<file path="src/thl_pkg.sv">
`timescale 1ns / 1ps

package thl_pkg;

   localparam int NUM_POINTS  = 22;
   localparam int ADC_W       = 10;
   localparam int IDX_W       = $clog2(NUM_POINTS);
   localparam int CEL_W       = 10;
   localparam int DUTY_W      = 8;
   localparam int TEMP_W      = 8;
   localparam int CSR_IDX_W   = 2;
   localparam int QUEUE_DEPTH = 2;

   // |(s - A[k-1]) * rise| peaks at 58 * 432 on the first segment; 15 bits hold it
   localparam int MAG_W = 15;
   localparam int CNT_W = $clog2(MAG_W);

   localparam logic [CSR_IDX_W-1:0] REG_TARGET_TEMP   = 2'd0;
   localparam logic [CSR_IDX_W-1:0] REG_HEATER_POWER  = 2'd1;
   localparam logic [CSR_IDX_W-1:0] REG_MOTOR_SPEED   = 2'd2;
   localparam logic [CSR_IDX_W-1:0] REG_MOTOR_FORWARD = 2'd3;

   localparam logic [ADC_W-1:0] BP_ADC [NUM_POINTS] = '{
      10'd1,   10'd60,  10'd70,  10'd80,  10'd90,  10'd100, 10'd110, 10'd120,
      10'd130, 10'd140, 10'd150, 10'd160, 10'd170, 10'd180, 10'd190, 10'd200,
      10'd210, 10'd220, 10'd230, 10'd240, 10'd250, 10'd300
   };

   localparam logic [CEL_W-1:0] BP_CEL [NUM_POINTS] = '{
      10'd608, 10'd176, 10'd166, 10'd157, 10'd150, 10'd143, 10'd137, 10'd131,
      10'd125, 10'd120, 10'd115, 10'd110, 10'd105, 10'd100, 10'd95,  10'd91,
      10'd86,  10'd81,  10'd75,  10'd70,  10'd64,  10'd4
   };

   typedef struct packed {
      logic [ADC_W-1:0] sample;
      logic [IDX_W-1:0] seg;
      logic             hit;
   } thl_seg_type;

   typedef struct packed {
      logic [TEMP_W-1:0] target_temp;
      logic [DUTY_W-1:0] heater_power;
      logic [DUTY_W-1:0] motor_speed;
      logic              motor_forward;
   } thl_cfg_type;

endpackage

</file>
<file path="src/thl_front.sv">
`timescale 1ns / 1ps

module thl_front import thl_pkg::*; (
   input  logic             clock,
   input  logic             reset,
   input  logic             req_tvalid,
   output logic             req_tready,
   input  logic [15:0]      req_tdata,   // [9:0] adc_sample
   output logic             push_valid,
   input  logic             push_ready,
   output thl_seg_type      push_data
);

   typedef enum logic [2:0] {
      F_IDLE = 3'b001,
      F_WALK = 3'b010,
      F_PUSH = 3'b100
   } front_state_type;

   front_state_type  state_ff, state_in;
   logic [ADC_W-1:0] sample_ff, sample_in;
   logic [IDX_W-1:0] seg_ff, seg_in;
   logic             hit_ff, hit_in;

   always_comb begin
      state_in  = state_ff;
      sample_in = sample_ff;
      seg_in    = seg_ff;
      hit_in    = hit_ff;
      case (state_ff)
         F_IDLE: begin
            if (req_tvalid) begin
               sample_in = req_tdata[ADC_W-1:0];
               seg_in    = IDX_W'(1);
               state_in  = F_WALK;
            end
         end
         F_WALK: begin
            // one breakpoint per cycle
            if (BP_ADC[seg_ff] > sample_ff) begin
               hit_in   = 1'b1;
               state_in = F_PUSH;
            end else if (seg_ff == IDX_W'(NUM_POINTS - 1)) begin
               hit_in   = 1'b0;
               state_in = F_PUSH;
            end else begin
               seg_in = seg_ff + IDX_W'(1);
            end
         end
         F_PUSH: begin
            if (push_ready) state_in = F_IDLE;
         end
         default: state_in = F_IDLE;
      endcase
   end

   always_ff @(posedge clock) begin
      if (reset) begin
         state_ff <= F_IDLE;
      end else begin
         state_ff <= state_in;
      end
      sample_ff <= sample_in;
      seg_ff    <= seg_in;
      hit_ff    <= hit_in;
   end

   assign req_tready       = (state_ff == F_IDLE);
   assign push_valid       = (state_ff == F_PUSH);
   assign push_data.sample = sample_ff;
   assign push_data.seg    = seg_ff;
   assign push_data.hit    = hit_ff;

   a_walk_in_range: assert property (@(posedge clock) disable iff (reset)
      (state_ff == F_WALK) |-> (seg_ff >= IDX_W'(1) && seg_ff <= IDX_W'(NUM_POINTS - 1)))
      else $error("walk index out of table");

endmodule

</file>
<file path="src/thl_queue.sv">
`timescale 1ns / 1ps

module thl_queue import thl_pkg::*; #(
   parameter int DEPTH = QUEUE_DEPTH
) (
   input  logic        clock,
   input  logic        reset,
   input  logic        push_valid,
   output logic        push_ready,
   input  thl_seg_type push_data,
   output logic        pop_valid,
   input  logic        pop_ready,
   output thl_seg_type pop_data
);

   localparam int PTR_W = (DEPTH > 1) ? $clog2(DEPTH) : 1;
   localparam int CNT_W = $clog2(DEPTH + 1);

   thl_seg_type      mem_ff [DEPTH];
   logic [PTR_W-1:0] wr_ptr_ff, wr_ptr_in;
   logic [PTR_W-1:0] rd_ptr_ff, rd_ptr_in;
   logic [CNT_W-1:0] count_ff, count_in;
   logic             do_push, do_pop;

   assign push_ready = (count_ff != CNT_W'(DEPTH));
   assign pop_valid  = (count_ff != '0);
   assign do_push    = push_valid && push_ready;
   assign do_pop     = pop_valid && pop_ready;
   assign pop_data   = mem_ff[rd_ptr_ff];

   always_comb begin
      wr_ptr_in = wr_ptr_ff;
      rd_ptr_in = rd_ptr_ff;
      count_in  = count_ff;
      if (do_push) begin
         wr_ptr_in = (wr_ptr_ff == PTR_W'(DEPTH - 1)) ? '0 : wr_ptr_ff + PTR_W'(1);
      end
      if (do_pop) begin
         rd_ptr_in = (rd_ptr_ff == PTR_W'(DEPTH - 1)) ? '0 : rd_ptr_ff + PTR_W'(1);
      end
      if (do_push && !do_pop) count_in = count_ff + CNT_W'(1);
      if (do_pop && !do_push) count_in = count_ff - CNT_W'(1);
   end

   always_ff @(posedge clock) begin
      if (reset) begin
         wr_ptr_ff <= '0;
         rd_ptr_ff <= '0;
         count_ff  <= '0;
      end else begin
         wr_ptr_ff <= wr_ptr_in;
         rd_ptr_ff <= rd_ptr_in;
         count_ff  <= count_in;
      end
   end

   always_ff @(posedge clock) begin
      if (do_push) mem_ff[wr_ptr_ff] <= push_data;
   end

   a_count_bound: assert property (@(posedge clock) disable iff (reset)
      count_ff <= CNT_W'(DEPTH))
      else $error("queue count overflow");

endmodule

</file>
<file path="src/thl_back.sv">
`timescale 1ns / 1ps

module thl_back import thl_pkg::*; (
   input  logic        clock,
   input  logic        reset,
   input  logic        pop_valid,
   output logic        pop_ready,
   input  thl_seg_type pop_data,
   input  thl_cfg_type cfg,
   output logic        rsp_tvalid,
   input  logic        rsp_tready,
   output logic [31:0] rsp_tdata    // [7:0] temperature_c, [15:8] motor_drive,
                                    // [23:16] heater_drive, [24] direction_out
);

   localparam int DIFF_W = ADC_W + 1;
   localparam int RISE_W = CEL_W + 1;
   localparam int PROD_W = DIFF_W + RISE_W;
   localparam int SUM_W  = MAG_W + 2;

   typedef enum logic [3:0] {
      B_IDLE = 4'b0001,
      B_MUL  = 4'b0010,
      B_DIV  = 4'b0100,
      B_FIN  = 4'b1000
   } back_state_type;

   back_state_type            state_ff, state_in;
   logic                      hit_ff, hit_in;
   logic signed [DIFF_W-1:0]  diff_ff, diff_in;
   logic signed [RISE_W-1:0]  rise_ff, rise_in;
   logic [ADC_W-1:0]          span_ff, span_in;
   logic [CEL_W-1:0]          base_ff, base_in;
   logic                      neg_ff, neg_in;
   logic [MAG_W-1:0]          dq_ff, dq_in;
   logic [ADC_W-1:0]          rem_ff, rem_in;
   logic [CNT_W-1:0]          cnt_ff, cnt_in;
   logic                      rsp_valid_ff, rsp_valid_in;
   logic [31:0]               rsp_data_ff, rsp_data_in;

   logic [IDX_W-1:0]          seg_prev;
   logic signed [PROD_W-1:0]  prod;
   logic signed [PROD_W-1:0]  prod_abs;
   logic [ADC_W:0]            trial;
   logic                      ge;
   logic signed [SUM_W-1:0]   q_ext;
   logic signed [SUM_W-1:0]   sum;
   logic [TEMP_W-1:0]         temp;
   logic [ADC_W-1:0]          span_raw;
   logic                      slot_free;

   assign seg_prev  = pop_data.seg - IDX_W'(1);
   assign span_raw  = BP_ADC[pop_data.seg] - BP_ADC[seg_prev];
   assign prod      = diff_ff * rise_ff;
   assign prod_abs  = prod[PROD_W-1] ? -prod : prod;
   assign trial     = {rem_ff, dq_ff[MAG_W-1]};
   assign ge        = (trial >= {1'b0, span_ff});
   assign q_ext     = $signed({2'b00, dq_ff});
   assign sum       = $signed({{(SUM_W - CEL_W){1'b0}}, base_ff}) + (neg_ff ? -q_ext : q_ext);
   assign slot_free = !rsp_valid_ff || rsp_tready;
   assign pop_ready = (state_ff == B_IDLE);

   // clamp to 0..255; off the end of the table reads as 0
   always_comb begin
      if (!hit_ff || sum[SUM_W-1]) begin
         temp = '0;
      end else if (sum > SUM_W'(255)) begin
         temp = '1;
      end else begin
         temp = sum[TEMP_W-1:0];
      end
   end

   always_comb begin
      state_in     = state_ff;
      hit_in       = hit_ff;
      diff_in      = diff_ff;
      rise_in      = rise_ff;
      span_in      = span_ff;
      base_in      = base_ff;
      neg_in       = neg_ff;
      dq_in        = dq_ff;
      rem_in       = rem_ff;
      cnt_in       = cnt_ff;
      rsp_valid_in = rsp_valid_ff && !rsp_tready;
      rsp_data_in  = rsp_data_ff;
      case (state_ff)
         B_IDLE: begin
            if (pop_valid) begin
               hit_in  = pop_data.hit;
               diff_in = $signed({1'b0, pop_data.sample}) - $signed({1'b0, BP_ADC[seg_prev]});
               rise_in = $signed({1'b0, BP_CEL[pop_data.seg]})
                       - $signed({1'b0, BP_CEL[seg_prev]});
               span_in = (span_raw == '0) ? ADC_W'(1) : span_raw;
               base_in = BP_CEL[seg_prev];
               state_in = pop_data.hit ? B_MUL : B_FIN;
            end
         end
         B_MUL: begin
            neg_in   = prod[PROD_W-1];
            dq_in    = prod_abs[MAG_W-1:0];
            rem_in   = '0;
            cnt_in   = CNT_W'(MAG_W - 1);
            state_in = B_DIV;
         end
         B_DIV: begin
            // restoring divide, one quotient bit per cycle
            rem_in = ge ? ADC_W'(trial - {1'b0, span_ff}) : trial[ADC_W-1:0];
            dq_in  = {dq_ff[MAG_W-2:0], ge};
            if (cnt_ff == '0) begin
               state_in = B_FIN;
            end else begin
               cnt_in = cnt_ff - CNT_W'(1);
            end
         end
         B_FIN: begin
            if (slot_free) begin
               rsp_valid_in = 1'b1;
               rsp_data_in  = '0;
               rsp_data_in[7:0] = temp;
               if (temp < cfg.target_temp) begin
                  rsp_data_in[23:16] = cfg.heater_power;
               end else begin
                  rsp_data_in[15:8] = cfg.motor_speed;
               end
               rsp_data_in[24] = cfg.motor_forward;
               state_in = B_IDLE;
            end
         end
         default: state_in = B_IDLE;
      endcase
   end

   always_ff @(posedge clock) begin
      if (reset) begin
         state_ff     <= B_IDLE;
         rsp_valid_ff <= 1'b0;
      end else begin
         state_ff     <= state_in;
         rsp_valid_ff <= rsp_valid_in;
      end
      hit_ff      <= hit_in;
      diff_ff     <= diff_in;
      rise_ff     <= rise_in;
      span_ff     <= span_in;
      base_ff     <= base_in;
      neg_ff      <= neg_in;
      dq_ff       <= dq_in;
      rem_ff      <= rem_in;
      cnt_ff      <= cnt_in;
      rsp_data_ff <= rsp_data_in;
   end

   assign rsp_tvalid = rsp_valid_ff;
   assign rsp_tdata  = rsp_data_ff;

   a_div_ends: assert property (@(posedge clock) disable iff (reset)
      (state_ff == B_DIV && cnt_ff == '0) |=> (state_ff == B_FIN))
      else $error("divider did not finish");

   a_pop_starts: assert property (@(posedge clock) disable iff (reset)
      (pop_valid && pop_ready) |=> (state_ff == B_MUL || state_ff == B_FIN))
      else $error("popped word not started");

   a_fin_loads: assert property (@(posedge clock) disable iff (reset)
      (state_ff == B_FIN && slot_free) |=> rsp_valid_ff)
      else $error("finished word not loaded");

endmodule

</file>
<file path="src/thermistor_lookup_heater_control.sv">
`timescale 1ns / 1ps

// Thermistor lookup and bang-bang heater control. Each req word carries one
// 10-bit converter sample; one rsp word comes back with the temperature in
// Celsius (linear interpolation over a 22-point breakpoint table, clamped to
// 255, 0 at or past the last breakpoint) and the motor and heater duties:
// below target_temp the heater gets heater_power and the motor 0, otherwise
// the motor gets motor_speed and the heater 0; direction_out follows
// motor_forward. The front end walks the table one breakpoint per cycle
// (1 to 21 breakpoints) and takes no new sample until it has pushed the
// last one on; the back end loads, multiplies, runs a serial divide over
// the 15-bit quotient and finishes, or loads and finishes past the table,
// and takes no new word until it has finished the last. A queue between
// the two lets them overlap, so the sustained rate is set by the slower of
// the table walk and the divider. Configuration writes take effect at once and belong in idle periods.

module thermistor_lookup_heater_control import thl_pkg::*; #(
   parameter int QDEPTH = QUEUE_DEPTH
) (
   input  logic                 clock,
   input  logic                 reset,
   // sample stream
   input  logic                 req_tvalid,
   output logic                 req_tready,
   input  logic [15:0]          req_tdata,   // [9:0] adc_sample
   // result stream
   output logic                 rsp_tvalid,
   input  logic                 rsp_tready,
   output logic [31:0]          rsp_tdata,   // [7:0] temperature_c, [15:8] motor_drive,
                                             // [23:16] heater_drive, [24] direction_out
   // register writes
   input  logic                 csr_we,
   input  logic [CSR_IDX_W-1:0] csr_index,
   input  logic [7:0]           csr_wdata
);

   thl_cfg_type cfg_ff, cfg_in;
   logic        push_valid, push_ready;
   logic        pop_valid, pop_ready;
   thl_seg_type push_data, pop_data;

   // register file; every index in range maps to a register
   always_comb begin
      cfg_in = cfg_ff;
      if (csr_we) begin
         case (csr_index)
            REG_TARGET_TEMP:   cfg_in.target_temp   = csr_wdata;
            REG_HEATER_POWER:  cfg_in.heater_power  = csr_wdata;
            REG_MOTOR_SPEED:   cfg_in.motor_speed   = csr_wdata;
            REG_MOTOR_FORWARD: cfg_in.motor_forward = csr_wdata[0];
            default: cfg_in = cfg_ff;
         endcase
      end
   end

   always_ff @(posedge clock) begin
      if (reset) begin
         cfg_ff.target_temp   <= '0;
         cfg_ff.heater_power  <= '0;
         cfg_ff.motor_speed   <= '0;
         cfg_ff.motor_forward <= 1'b1;
      end else begin
         cfg_ff <= cfg_in;
      end
   end

   // front: accept sample, walk the table to find its segment
   thl_front u_front (
      .clock      (clock),
      .reset      (reset),
      .req_tvalid (req_tvalid),
      .req_tready (req_tready),
      .req_tdata  (req_tdata),
      .push_valid (push_valid),
      .push_ready (push_ready),
      .push_data  (push_data)
   );

   // segment queue between front and back
   thl_queue #(
      .DEPTH (QDEPTH)
   ) u_queue (
      .clock      (clock),
      .reset      (reset),
      .push_valid (push_valid),
      .push_ready (push_ready),
      .push_data  (push_data),
      .pop_valid  (pop_valid),
      .pop_ready  (pop_ready),
      .pop_data   (pop_data)
   );

   // back: interpolate, divide, clamp, decide drives, hold result
   thl_back u_back (
      .clock      (clock),
      .reset      (reset),
      .pop_valid  (pop_valid),
      .pop_ready  (pop_ready),
      .pop_data   (pop_data),
      .cfg        (cfg_ff),
      .rsp_tvalid (rsp_tvalid),
      .rsp_tready (rsp_tready),
      .rsp_tdata  (rsp_tdata)
   );

endmodule

</file>
<file path="config.mk">
export PLATFORM = sky130hd
export DESIGN_NAME = thermistor_lookup_heater_control
export DESIGN_NICKNAME = d
export VERILOG_FILES = /design/src/thl_pkg.sv /design/src/thl_front.sv /design/src/thl_queue.sv /design/src/thl_back.sv /design/src/thermistor_lookup_heater_control.sv
export SDC_FILE = /design/constraint.sdc
export NUM_CORES = 1
export LEC_CHECK = 0
export BUFFER_PORTS_ARGS = -buffer_cell sky130_fd_sc_hd__buf_2
export CORE_ASPECT_RATIO = 1.5
export CORE_MARGIN = 5
export CORE_UTILIZATION = 35
export DETAILED_ROUTE_END_ITERATION = 8
export SYNTH_ARGS = -nofsm -noshare
export SYNTH_HDL_FRONTEND = slang
export SYNTH_SLANG_ARGS = --single-unit
</file>
<file path="constraint.sdc">
create_clock -name clock -period 7.7 [get_ports clock]
set_clock_uncertainty 0.05 [all_clocks]
set_input_delay 0.77 -clock clock [delete_from_list [all_inputs] [get_ports clock]]
set_output_delay 0.77 -clock clock [all_outputs]
set_load 0.01 [all_outputs]
</file>
==> metrics.txt, run 1 <==
Core Box Area=44700 um2; clk sinks=183; synth top area cells=edfxtp_1 28%, fa_1 15%, ha_1 10%; Via density=5.10; Peak VDD IR=133 uV; Slowest-stage cell, CP=fa_1; Area growth syn-to-layout=9.19%; WS Path Type=flip-flop to flip-flop; PostCTS Resize Cnt=0; Post-synth EDFFs=145; commonest cells in the netlist=197 x inv_1, 145 x edfxtp_1, 131 x ha_1; Crit. End Element=flip-flop; area post-placement=16600 um2; max-slew violation count=0; chip height=270 um; hold buffers post-CTS=0; status=completed; Critical Path Source Type=flip-flop; Vias=11382; Ys Warns=0; Synth cell types=84; largest net degree at the start of global routing=44; final WL=35.5 mm; Crit path required time=7.96 ns; final clock period utilization by the worst path=85.5%; # Post-CTS Setup Buffers=0; Worst Tran Pin Value=0.891 ns; IO buf count=51; Inserted Diodes=0; Peak Freq=0.152 GHz; power per cell area=152 nW/um2; I/O Pins=65; min-delay worst type=flip-flop to flip-flop; first-pass GRT wire length=58.8 mm; cell taking the most area after synthesis=edfxtp_1; drt wl/cell=15.9 um; initial antenna violation count=0; most frequent cell on the critical path=fa_1; cell row count=95; Final Setup Violations=0; Pleak=7.31 nW; Max-slew headroom=39.8%; CTS tree=built; CTS buffer count=17; Hold Slack=0.392 ns; design area=17200 um2; gr usage total=14.6%; Die Footprint=49500 um2; Primary FF master, synth=edfxtp_1; most frequent cell after synthesis=inv_1; Synth Instances=1613; non-filler instance count after layout=2231; Syn Area/Cell=9.78 um2; clock latency at the later pin of the worst-skew pair=0.45 ns; Final min period=6.58 ns; CTS Buffer Depth=2; CP arrival=6.84 ns; Die W=183 um; slowest stage delay, CP=0.81 ns; Yosys reg bits=183; gpl congestion=0.887; Async S/R FF share, synth=0%; Root Driver=clkbuf_16; fraction of layout cells with a size suffix above 1=9.16%; GRT overflow=0; Initial DRC Count=614; RSZ-0062 raised after global routing=false; clock-pin transition on the worst setup and hold timing paths=0.08 ns; final core utilization=38.5%; Synth top area share=27.6%; antenna viol nets, final=0; initial core utilization=35.3%; Final Hold Fails=0; H-tree Lvls=4; drt pass-1 iters=5; vias in the first global route=11777; register area share after synthesis=32.4%; post-detail-place hpwl=28.7 mm; crit-path cells=and2_1 -> fa_1 -> inv_1 -> fa_1 -> inv_1 -> fa_1 -> fa_1 -> fa_1 -> ha_1 -> a21oi_1 -> nor2b_1 -> o21ai_0 -> a211o_1 -> a31oi_1 -> nor2_1 -> or4_1 -> nand3_1; mapped cell area=15800 um2; MaxCap Viol Count=0; drc violations=0; placed cell count=2199; Max FO, Critical Path=11; TNS Setup=0 ns; nets@finish=1920
report_power, final:
part	leakage [nW]	internal, mW	switching [mW]
sequential	1.65	1.11	0.0274
clock	0.292	0.441	0.434
combinational	5.37	0.248	0.350
total	7.31	1.80	0.811
metal layers:
metal / vias up / GRT usage, % / routed length (um)
li1: 5559 / - / -
met1: 5555 / 15.3 / 13400
met2: 207 / 28.8 / 20100
met3: 61 / 1.64 / 799
met4: 0 / 6.06 / 1290
met5: - / 0 / 0
sequential cells by signal, indices dropped and copies added (netlist names), 3 cells and up, named ones only:
register	cells
u_front.state_ff	3
u_front.sample_ff	10
cfg_ff	25
u_back.diff_ff	11
u_front.seg_ff	5
u_back.rsp_tdata	25
u_back.dq_ff	15
u_back.rem_ff	10
u_back.state_ff	4
u_back.span_ff	10
u_back.base_ff	9
u_back.rise_ff	11
u_back.cnt_ff	4
u_queue.mem_ff	32
critical path: cells and delay by family, from the launching register on:
kind	cells	cell delay, ns
AND/OR/NAND/NOR	5	1.37
AO/OA/AOI/OAI	4	1.08
adder cells (fa/ha/maj)	6	3.21
buffers and inverters	2	0.17
flip-flops	1	0.58
path summary, 6_finish.rpt:
check / startpoint / to / slack [ns] / depth (start not counted)
max: u_back.rise_ff[4] / u_back.dq_ff[4] / 1.12 / 17
min: cfg_ff[0] / u_back.rsp_tdata[24] / 0.39 / 0
max reg2reg: u_back.rise_ff[4] / u_back.dq_ff[4] / 1.12 / 17
min reg2reg: cfg_ff[0] / u_back.rsp_tdata[24] / 0.39 / 0
cell usage in the layout, fill, tap and decap left out, drive strengths merged, types with 6 or more instances in the layout:
master	netlist	layout
a211o	6	6
a211oi	18	18
a21boi	9	9
a21o	24	24
a21oi	84	84
a31oi	9	9
and2	60	60
buf	16	68
clkbuf	54	17
conb	1	7
dfxtp	38	38
edfxtp	145	145
fa	122	122
ha	131	131
inv	198	207
mux2	15	15
mux2i	26	26
nand2	128	128
nand2b	22	22
nand3	33	33
nand4	11	11
nor2	121	121
nor2b	17	17
nor3	31	31
nor3b	6	6
nor4	7	7
nor4b	6	6
o211ai	16	16
o21a	17	17
o21ai	77	77
o31ai	7	7
or2	10	10
or3	10	10
xnor2	48	48
xor2	23	23
area by class of cell:
| type | count | area (um2) |
|---|---|---|
| inverter | 198 | 743 |
| timing repair buffer | 68 | 383 |
| clock inverter | 15 | 176 |
| clock buffer | 17 | 425 |
| sequential | 183 | 5110 |
| tap | 582 | 728 |
| fill | 4505 | 27500 |
| multi-input combinational | 1168 | 9650 |
cell families (layout without fill, tap and decap cells):
logic type               count (synthesis)  count (layout)  share of synthesized area, %
other                                    1               7                        0.0238
adder cells (fa/ha/maj)                253             253                          25.9
multiplexers                            42              42                          2.86
AND/OR/NAND/NOR                        482             482                          15.1
flip-flops                             183             183                          32.4
buffers and inverters                  268             298                          6.62
AO/OA/AOI/OAI                          313             313                          13.2
XOR/XNOR                                71              71                          3.94
stage by stage:
stage                     setup slack [ns]  power (mW)
after global routing                 0.691        2.75
after CTS                             1.05        2.64
after floorplan                       1.78        1.60
after detailed placement              1.08        1.76
final                                 1.12        2.61
after global placement                1.14        1.75
No activity file was read; power rests on OpenSTA's default activity.
==> run 2: changes to the inputs <==
==> constraint.sdc (replaced) <==
create_clock -name clock -period 5.9 [get_ports clock]
set_clock_uncertainty 0.05 [all_clocks]
set_input_delay 0.59 -clock clock [delete_from_list [all_inputs] [get_ports clock]]
set_output_delay 0.59 -clock clock [all_outputs]
set_load 0.01 [all_outputs]
==> metrics.txt, run 2 (synthesis gave the netlist of run 1 again) <==
Pleak=7.56 nW; nets@finish=1969; Largest register FFs=32; Core Box Area=44700 um2; register with the most flip-flops=u_queue.mem_ff; Die Footprint=49500 um2; Max FO, Critical Path=9; hold path start=req_tdata[0]; Area growth syn-to-layout=12.5%; hold path depth=1; area post-placement=16900 um2; final WL=35.7 mm; Final Hold Fails=0; dpl ws=-0.0344 ns; vias in the first global route=12029; GRT overflow=0; antenna viol nets, final=0; PnR worst setup slack=0.212 ns; Final Setup Violations=0; commonest non-fill, non-tap cell in the layout=inv_1; reg-to-reg slack, setup=0.21 ns; I/O Pins=65; initial antenna violation count=0; cell row count=95; Peak Freq=0.176 GHz; IO buf count=51; largest net degree at the start of global routing=44; Reg2Reg Depth=18; gpl congestion=0.890; MaxCap Viol Count=0; CP arrival=5.84 ns; Inserted Diodes=0; H-tree Lvls=4; min-delay worst type=input pin to flip-flop; Crit. End Element=flip-flop; Initial DRC Count=472; Crit path required time=6.05 ns; max-slew violation count=0; Max-slew headroom=42.8%; first-pass GRT wire length=59.1 mm; clk sinks=183; Peak VDD IR=185 uV; most frequent cells in the layout=197 x inv_1, 145 x edfxtp_1, 126 x ha_1; RR Endpoint=u_back.dq_ff[6]; drt wl/cell=15.6 um; initial core utilization=35.3%; clock latency at the later pin of the worst-skew pair=0.45 ns; CTS buffer count=17; CTS Buffer Depth=2; Pwr Total=3.57 mW; Critical Path Source Type=flip-flop; Final min period=5.69 ns; CTS tree=built; Vias=11465; WS Path Type=flip-flop to flip-flop; drc violations=0; fraction of layout cells with a size suffix above 1=13.2%; post-detail-place hpwl=29.1 mm; power per cell area=201 nW/um2; gr usage total=14.6%; Reg2Reg Launch Point=u_back.diff_ff[3]; clock-pin transition on the worst setup and hold timing paths=0.07 ns; Root Driver=clkbuf_16; chip height=270 um; Hold Path End=u_front.sample_ff[0]; final clock period utilization by the worst path=96.4%; status=completed; drt pass-1 iters=5; Die W=183 um; Worst Tran Pin Value=0.846 ns; Via density=5.03; design area=17700 um2; hold buffers post-CTS=0
run 2: cell types whose count changed in the layout (fill, tap and decap cells not counted), moves of 2 or more:
cell	previous run	this run
ha_1	131	126
ha_2	0	3
buf_6	0	4
clkinv_8	4	2
fa_1	122	119
fa_2	0	3
nand2_2	0	3
nor3_2	0	3
nand2_1	128	125
ha_4	0	2
buf_4	17	61
nor3_1	31	28
run 2: power by group:
part | internal [mW] | switching [mW]
clock network | 0.619 | 0.584
registers | 1.45 | 0.0326
logic | 0.394 | 0.490
total | 2.46 | 1.11
run 2: worst max-delay path, cell delays in order (launching register included):
cell,delay [ns]
edfxtp_1,0.51
buf_4,0.19
nand2b_1,0.16
fa_1,0.55
inv_1,0.06
fa_1,0.50
fa_1,0.53
fa_1,0.53
fa_1,0.55
ha_2,0.21
a21oi_1,0.07
nor2b_1,0.11
o21ai_0,0.08
a211o_1,0.36
a31oi_4,0.26
buf_4,0.19
o21ai_0,0.11
xnor2_1,0.15
mux2_2,0.27
run 2: layout make-up:
class,count,area [um2]
sequential,183,5110
multi-input combinational,1168,9770
inverter,198,743
fill,4457,26900
clock buffer,17,425
timing repair buffer,117,769
tap,582,728
clock inverter,15,191
run 2: through the flow:
step	hold slack, ns	util [%]	instances	TNS, ns
floorplan	0.358	-	1619	0
global placement	0.375	37.9	2239	0
detailed placement	0.392	37.9	2239	-0.0344
CTS	0.242	39.3	2273	0
global route	0.243	39.7	2280	-0.0258
finish	0.267	39.7	2280	0
run 2: worst max path at each step:
stage	slack, ns	start	depth (start not counted)	end
after CTS	0.001	u_back.diff_ff[2]	20	u_back.dq_ff[4]
after global routing	-0.01	u_back.diff_ff[5]	21	u_back.dq_ff[4]
final	0.21	u_back.diff_ff[3]	18	u_back.dq_ff[6]
after global placement	0.02	u_back.diff_ff[10]	16	u_back.dq_ff[6]
after floorplan	0.008	u_back.diff_ff[5]	22	u_back.dq_ff[4]
after detailed placement	-0.03	u_back.diff_ff[10]	17	u_back.dq_ff[6]
run 2: per-layer routing:
layer | track usage (%) | part of all wire (%)
met5 | 0 | 0
met2 | 28.0 | 55
met1 | 15.8 | 39
met3 | 1.87 | 2.0
met4 | 5.81 | 3.6
run 2: timing repair:
action,CTS,global route
cloned,0,1
pin swaps,0,14
setup endpoints to repair,3,30
setup buffers,2,6
gates resized for setup,2,31
==> run 3: changes to the inputs <==
--- a/config.mk
+++ b/config.mk
@@ -5,10 +5,12 @@
 export SDC_FILE = /design/constraint.sdc
 export NUM_CORES = 1
 export LEC_CHECK = 0
+export ABC_AREA = 1
 export BUFFER_PORTS_ARGS = -buffer_cell sky130_fd_sc_hd__buf_2
-export CORE_ASPECT_RATIO = 1.5
+export CORE_ASPECT_RATIO = 0.9
 export CORE_MARGIN = 5
 export CORE_UTILIZATION = 35
+export CTS_CLUSTER_DIAMETER = 200
 export DETAILED_ROUTE_END_ITERATION = 8
 export SYNTH_ARGS = -nofsm -noshare
 export SYNTH_HDL_FRONTEND = slang
==> metrics.txt, run 3 <==
Pleak=8.32 nW; cell row count=73; Final Hold Fails=0; drt pass-1 iters=5; gpl congestion=0.880; nets@finish=2159; clock latency at the later pin of the worst-skew pair=0.44 ns; register with the most flip-flops=u_queue.mem_ff; clk sinks=183; H-tree Lvls=4; drc violations=0; final clock period utilization by the worst path=95.6%; Synth Instances=1788; Reg2Reg Depth=22; Max-slew headroom=24.5%; Synth cell types=53; most frequent cell after synthesis=inv_1; drt wl/cell=13.4 um; dpl ws=-0.0888 ns; Multi-input gate area=8870 um2; Critical Path Source Type=flip-flop; final core utilization=39.8%; mapped cell area=15500 um2; Clock power frac=14.0%; first-pass GRT wire length=56.4 mm; Logic pwr share=64.0%; CP arrival=5.76 ns; Final min period=5.64 ns; Vias=11547; Post-synth EDFFs=145; clock-pin transition on the worst setup and hold timing paths=0.07 ns; Die W=232 um; Peak VDD IR=427 uV; design area=17500 um2; Async S/R FF share, synth=0%; CTS tree=built; metal2 WL=15.5 mm; area post-placement=16700 um2; Primary FF master, synth=edfxtp_1; Ys Warns=0; IO buf count=51; DR top layer=met4; largest net degree at the start of global routing=47; Crit path required time=6.02 ns; commonest non-fill, non-tap cell in the layout=inv_1; routed length on met3=1.09 mm; fraction of layout cells with a size suffix above 1=11.5%; Worst Tran Pin Value=1.13 ns; Initial DRC Count=760; hold path depth=1; non-filler instance count after layout=2488; max-slew violation count=0; Syn Area/Cell=8.65 um2; power per cell area=475 nW/um2; placed cell count=2447; Inserted Diodes=0; final WL=33.2 mm; CTS Buffer Depth=2; commonest cells in the netlist=358 x inv_1, 331 x nand2_1, 145 x edfxtp_1; Peak Freq=0.177 GHz; initial core utilization=35.2%; M1 WL=16.2 mm; initial antenna violation count=0; Synth top area share=28.1%; MaxCap Viol Count=0; Area growth syn-to-layout=12.9%; Net Sw Frac=43.9%; status=completed; gr usage total=14.0%; Final Setup Violations=0; GRT overflow=0; sequential power share=22.0%; Die Footprint=48500 um2; register area=5110 um2; Max FO, Critical Path=6; register area share after synthesis=33.1%; WS Path Type=flip-flop to flip-flop; Largest register FFs=32; I/O Pins=65; CTS buffer count=17; filler cell count=4442; min-delay worst type=input pin to flip-flop; Yosys reg bits=183; chip height=209 um; TNS Setup=0 ns; most frequent cells in the layout=356 x inv_1, 329 x nand2_1, 145 x edfxtp_1; Root Driver=clkbuf_16; synth top area cells=edfxtp_1 28%, fa_1 16%, ha_1 11%; vias in the first global route=11563; P_int=4.65 mW; switching power=3.64 mW; Via density=4.64; Crit. End Element=flip-flop; post-detail-place hpwl=27.0 mm; Core Box Area=43900 um2; cell taking the most area after synthesis=edfxtp_1; antenna viol nets, final=0; PnR worst setup slack=0.259 ns
-- run 3: changes by cell type in the layout (fill, tap and decap cells not counted), sizes merged, moves of 23 or more --
cell	previous run	this run
and2	60	0
mux2i	26	1
a21oi	84	131
inv	209	368
xnor2	48	23
a21o	24	1
nand2	128	342
xor2	23	51
o21ai	77	111
-- run 3: worst max-delay path, cell delays in order (launching register included) --
cell	delay, ns
edfxtp_1	0.51
nand2_1	0.13
inv_1	0.07
fa_2	0.59
buf_4	0.13
fa_1	0.41
buf_4	0.18
fa_1	0.57
fa_1	0.45
fa_1	0.49
ha_1	0.32
inv_1	0.05
nor2_2	0.11
nand2_2	0.08
o221ai_2	0.17
buf_4	0.16
a21oi_2	0.04
or2_1	0.27
nand2_4	0.14
buf_4	0.13
a21oi_1	0.04
xnor2_1	0.18
o21ai_0	0.10
-- run 3: power by group through the flow --
stage | Sequential (mW) | Clock [mW] | Combinational, mW
floorplan | 1.82 | 0 | 3.62
global placement | 1.85 | 0 | 4.96
detailed placement | 1.86 | 0 | 5.09
CTS | 1.82 | 1.19 | 5.14
global route | 1.84 | 1.25 | 6.08
finish | 1.82 | 1.16 | 5.31
-- run 3: logic make-up (layout without fill, tap and decap cells) --
| logic type | count (synthesis) | after routing | synth area share, % |
|---|---|---|---|
| xor gates and xnor gates | 74 | 74 | 4.19 |
| other | 1 | 7 | 0.0242 |
| and+or+nand+nor | 567 | 567 | 15.6 |
| AOI/OAI and AO/OA | 290 | 290 | 10.3 |
| DFF | 183 | 183 | 33.1 |
| muxes | 1 | 1 | 0.0647 |
| buffers and inverters | 419 | 513 | 10.4 |
| adders and majority gates | 253 | 253 | 26.4 |
-- run 3: per-stage QoR --
stage / power [mW] / hold WS, ns
global placement: 6.81 / 0.365
global route: 9.17 / 0.244
CTS: 8.15 / 0.253
floorplan: 5.43 / 0.352
detailed placement: 6.94 / 0.370
finish: 8.29 / 0.271
-- run 3: final timing paths --
check / startpoint / endpoint / slack, ns
worst max-delay path: u_back.diff_ff[10] / u_back.dq_ff[13] / 0.26
worst min-delay path: req_tdata[5] / u_front.sample_ff[5] / 0.27
worst max register to register: u_back.diff_ff[10] / u_back.dq_ff[13] / 0.26
worst min register to register: cfg_ff[0] / u_back.rsp_tdata[24] / 0.39
-- run 3: final cells by class --
| type | instances | share of cell area, % |
|---|---|---|
| Clock buffer | 17 | 2.44 |
| Clock inverter | 15 | 1.06 |
| Inverter | 365 | 7.86 |
| Multi-Input combinational cell | 1192 | 50.8 |
| Sequential cell | 183 | 29.3 |
| Tap cell | 600 | 4.30 |
| Timing Repair Buffer | 116 | 4.28 |
-- run 3: repair_timing --
action                     in CTS  in global routing
resized for setup               1                 19
buffers inserted                3                  6
pin swaps                       0                 13
hold buffers                    0                  0
setup endpoints to repair       9                 15
-- run 3: per-layer routing --
layer	track usage, %	up-vias
li1	-	5859
met1	20.1	5462
met2	22.7	200
met3	1.77	26
met4	2.91	0
met5	0	-
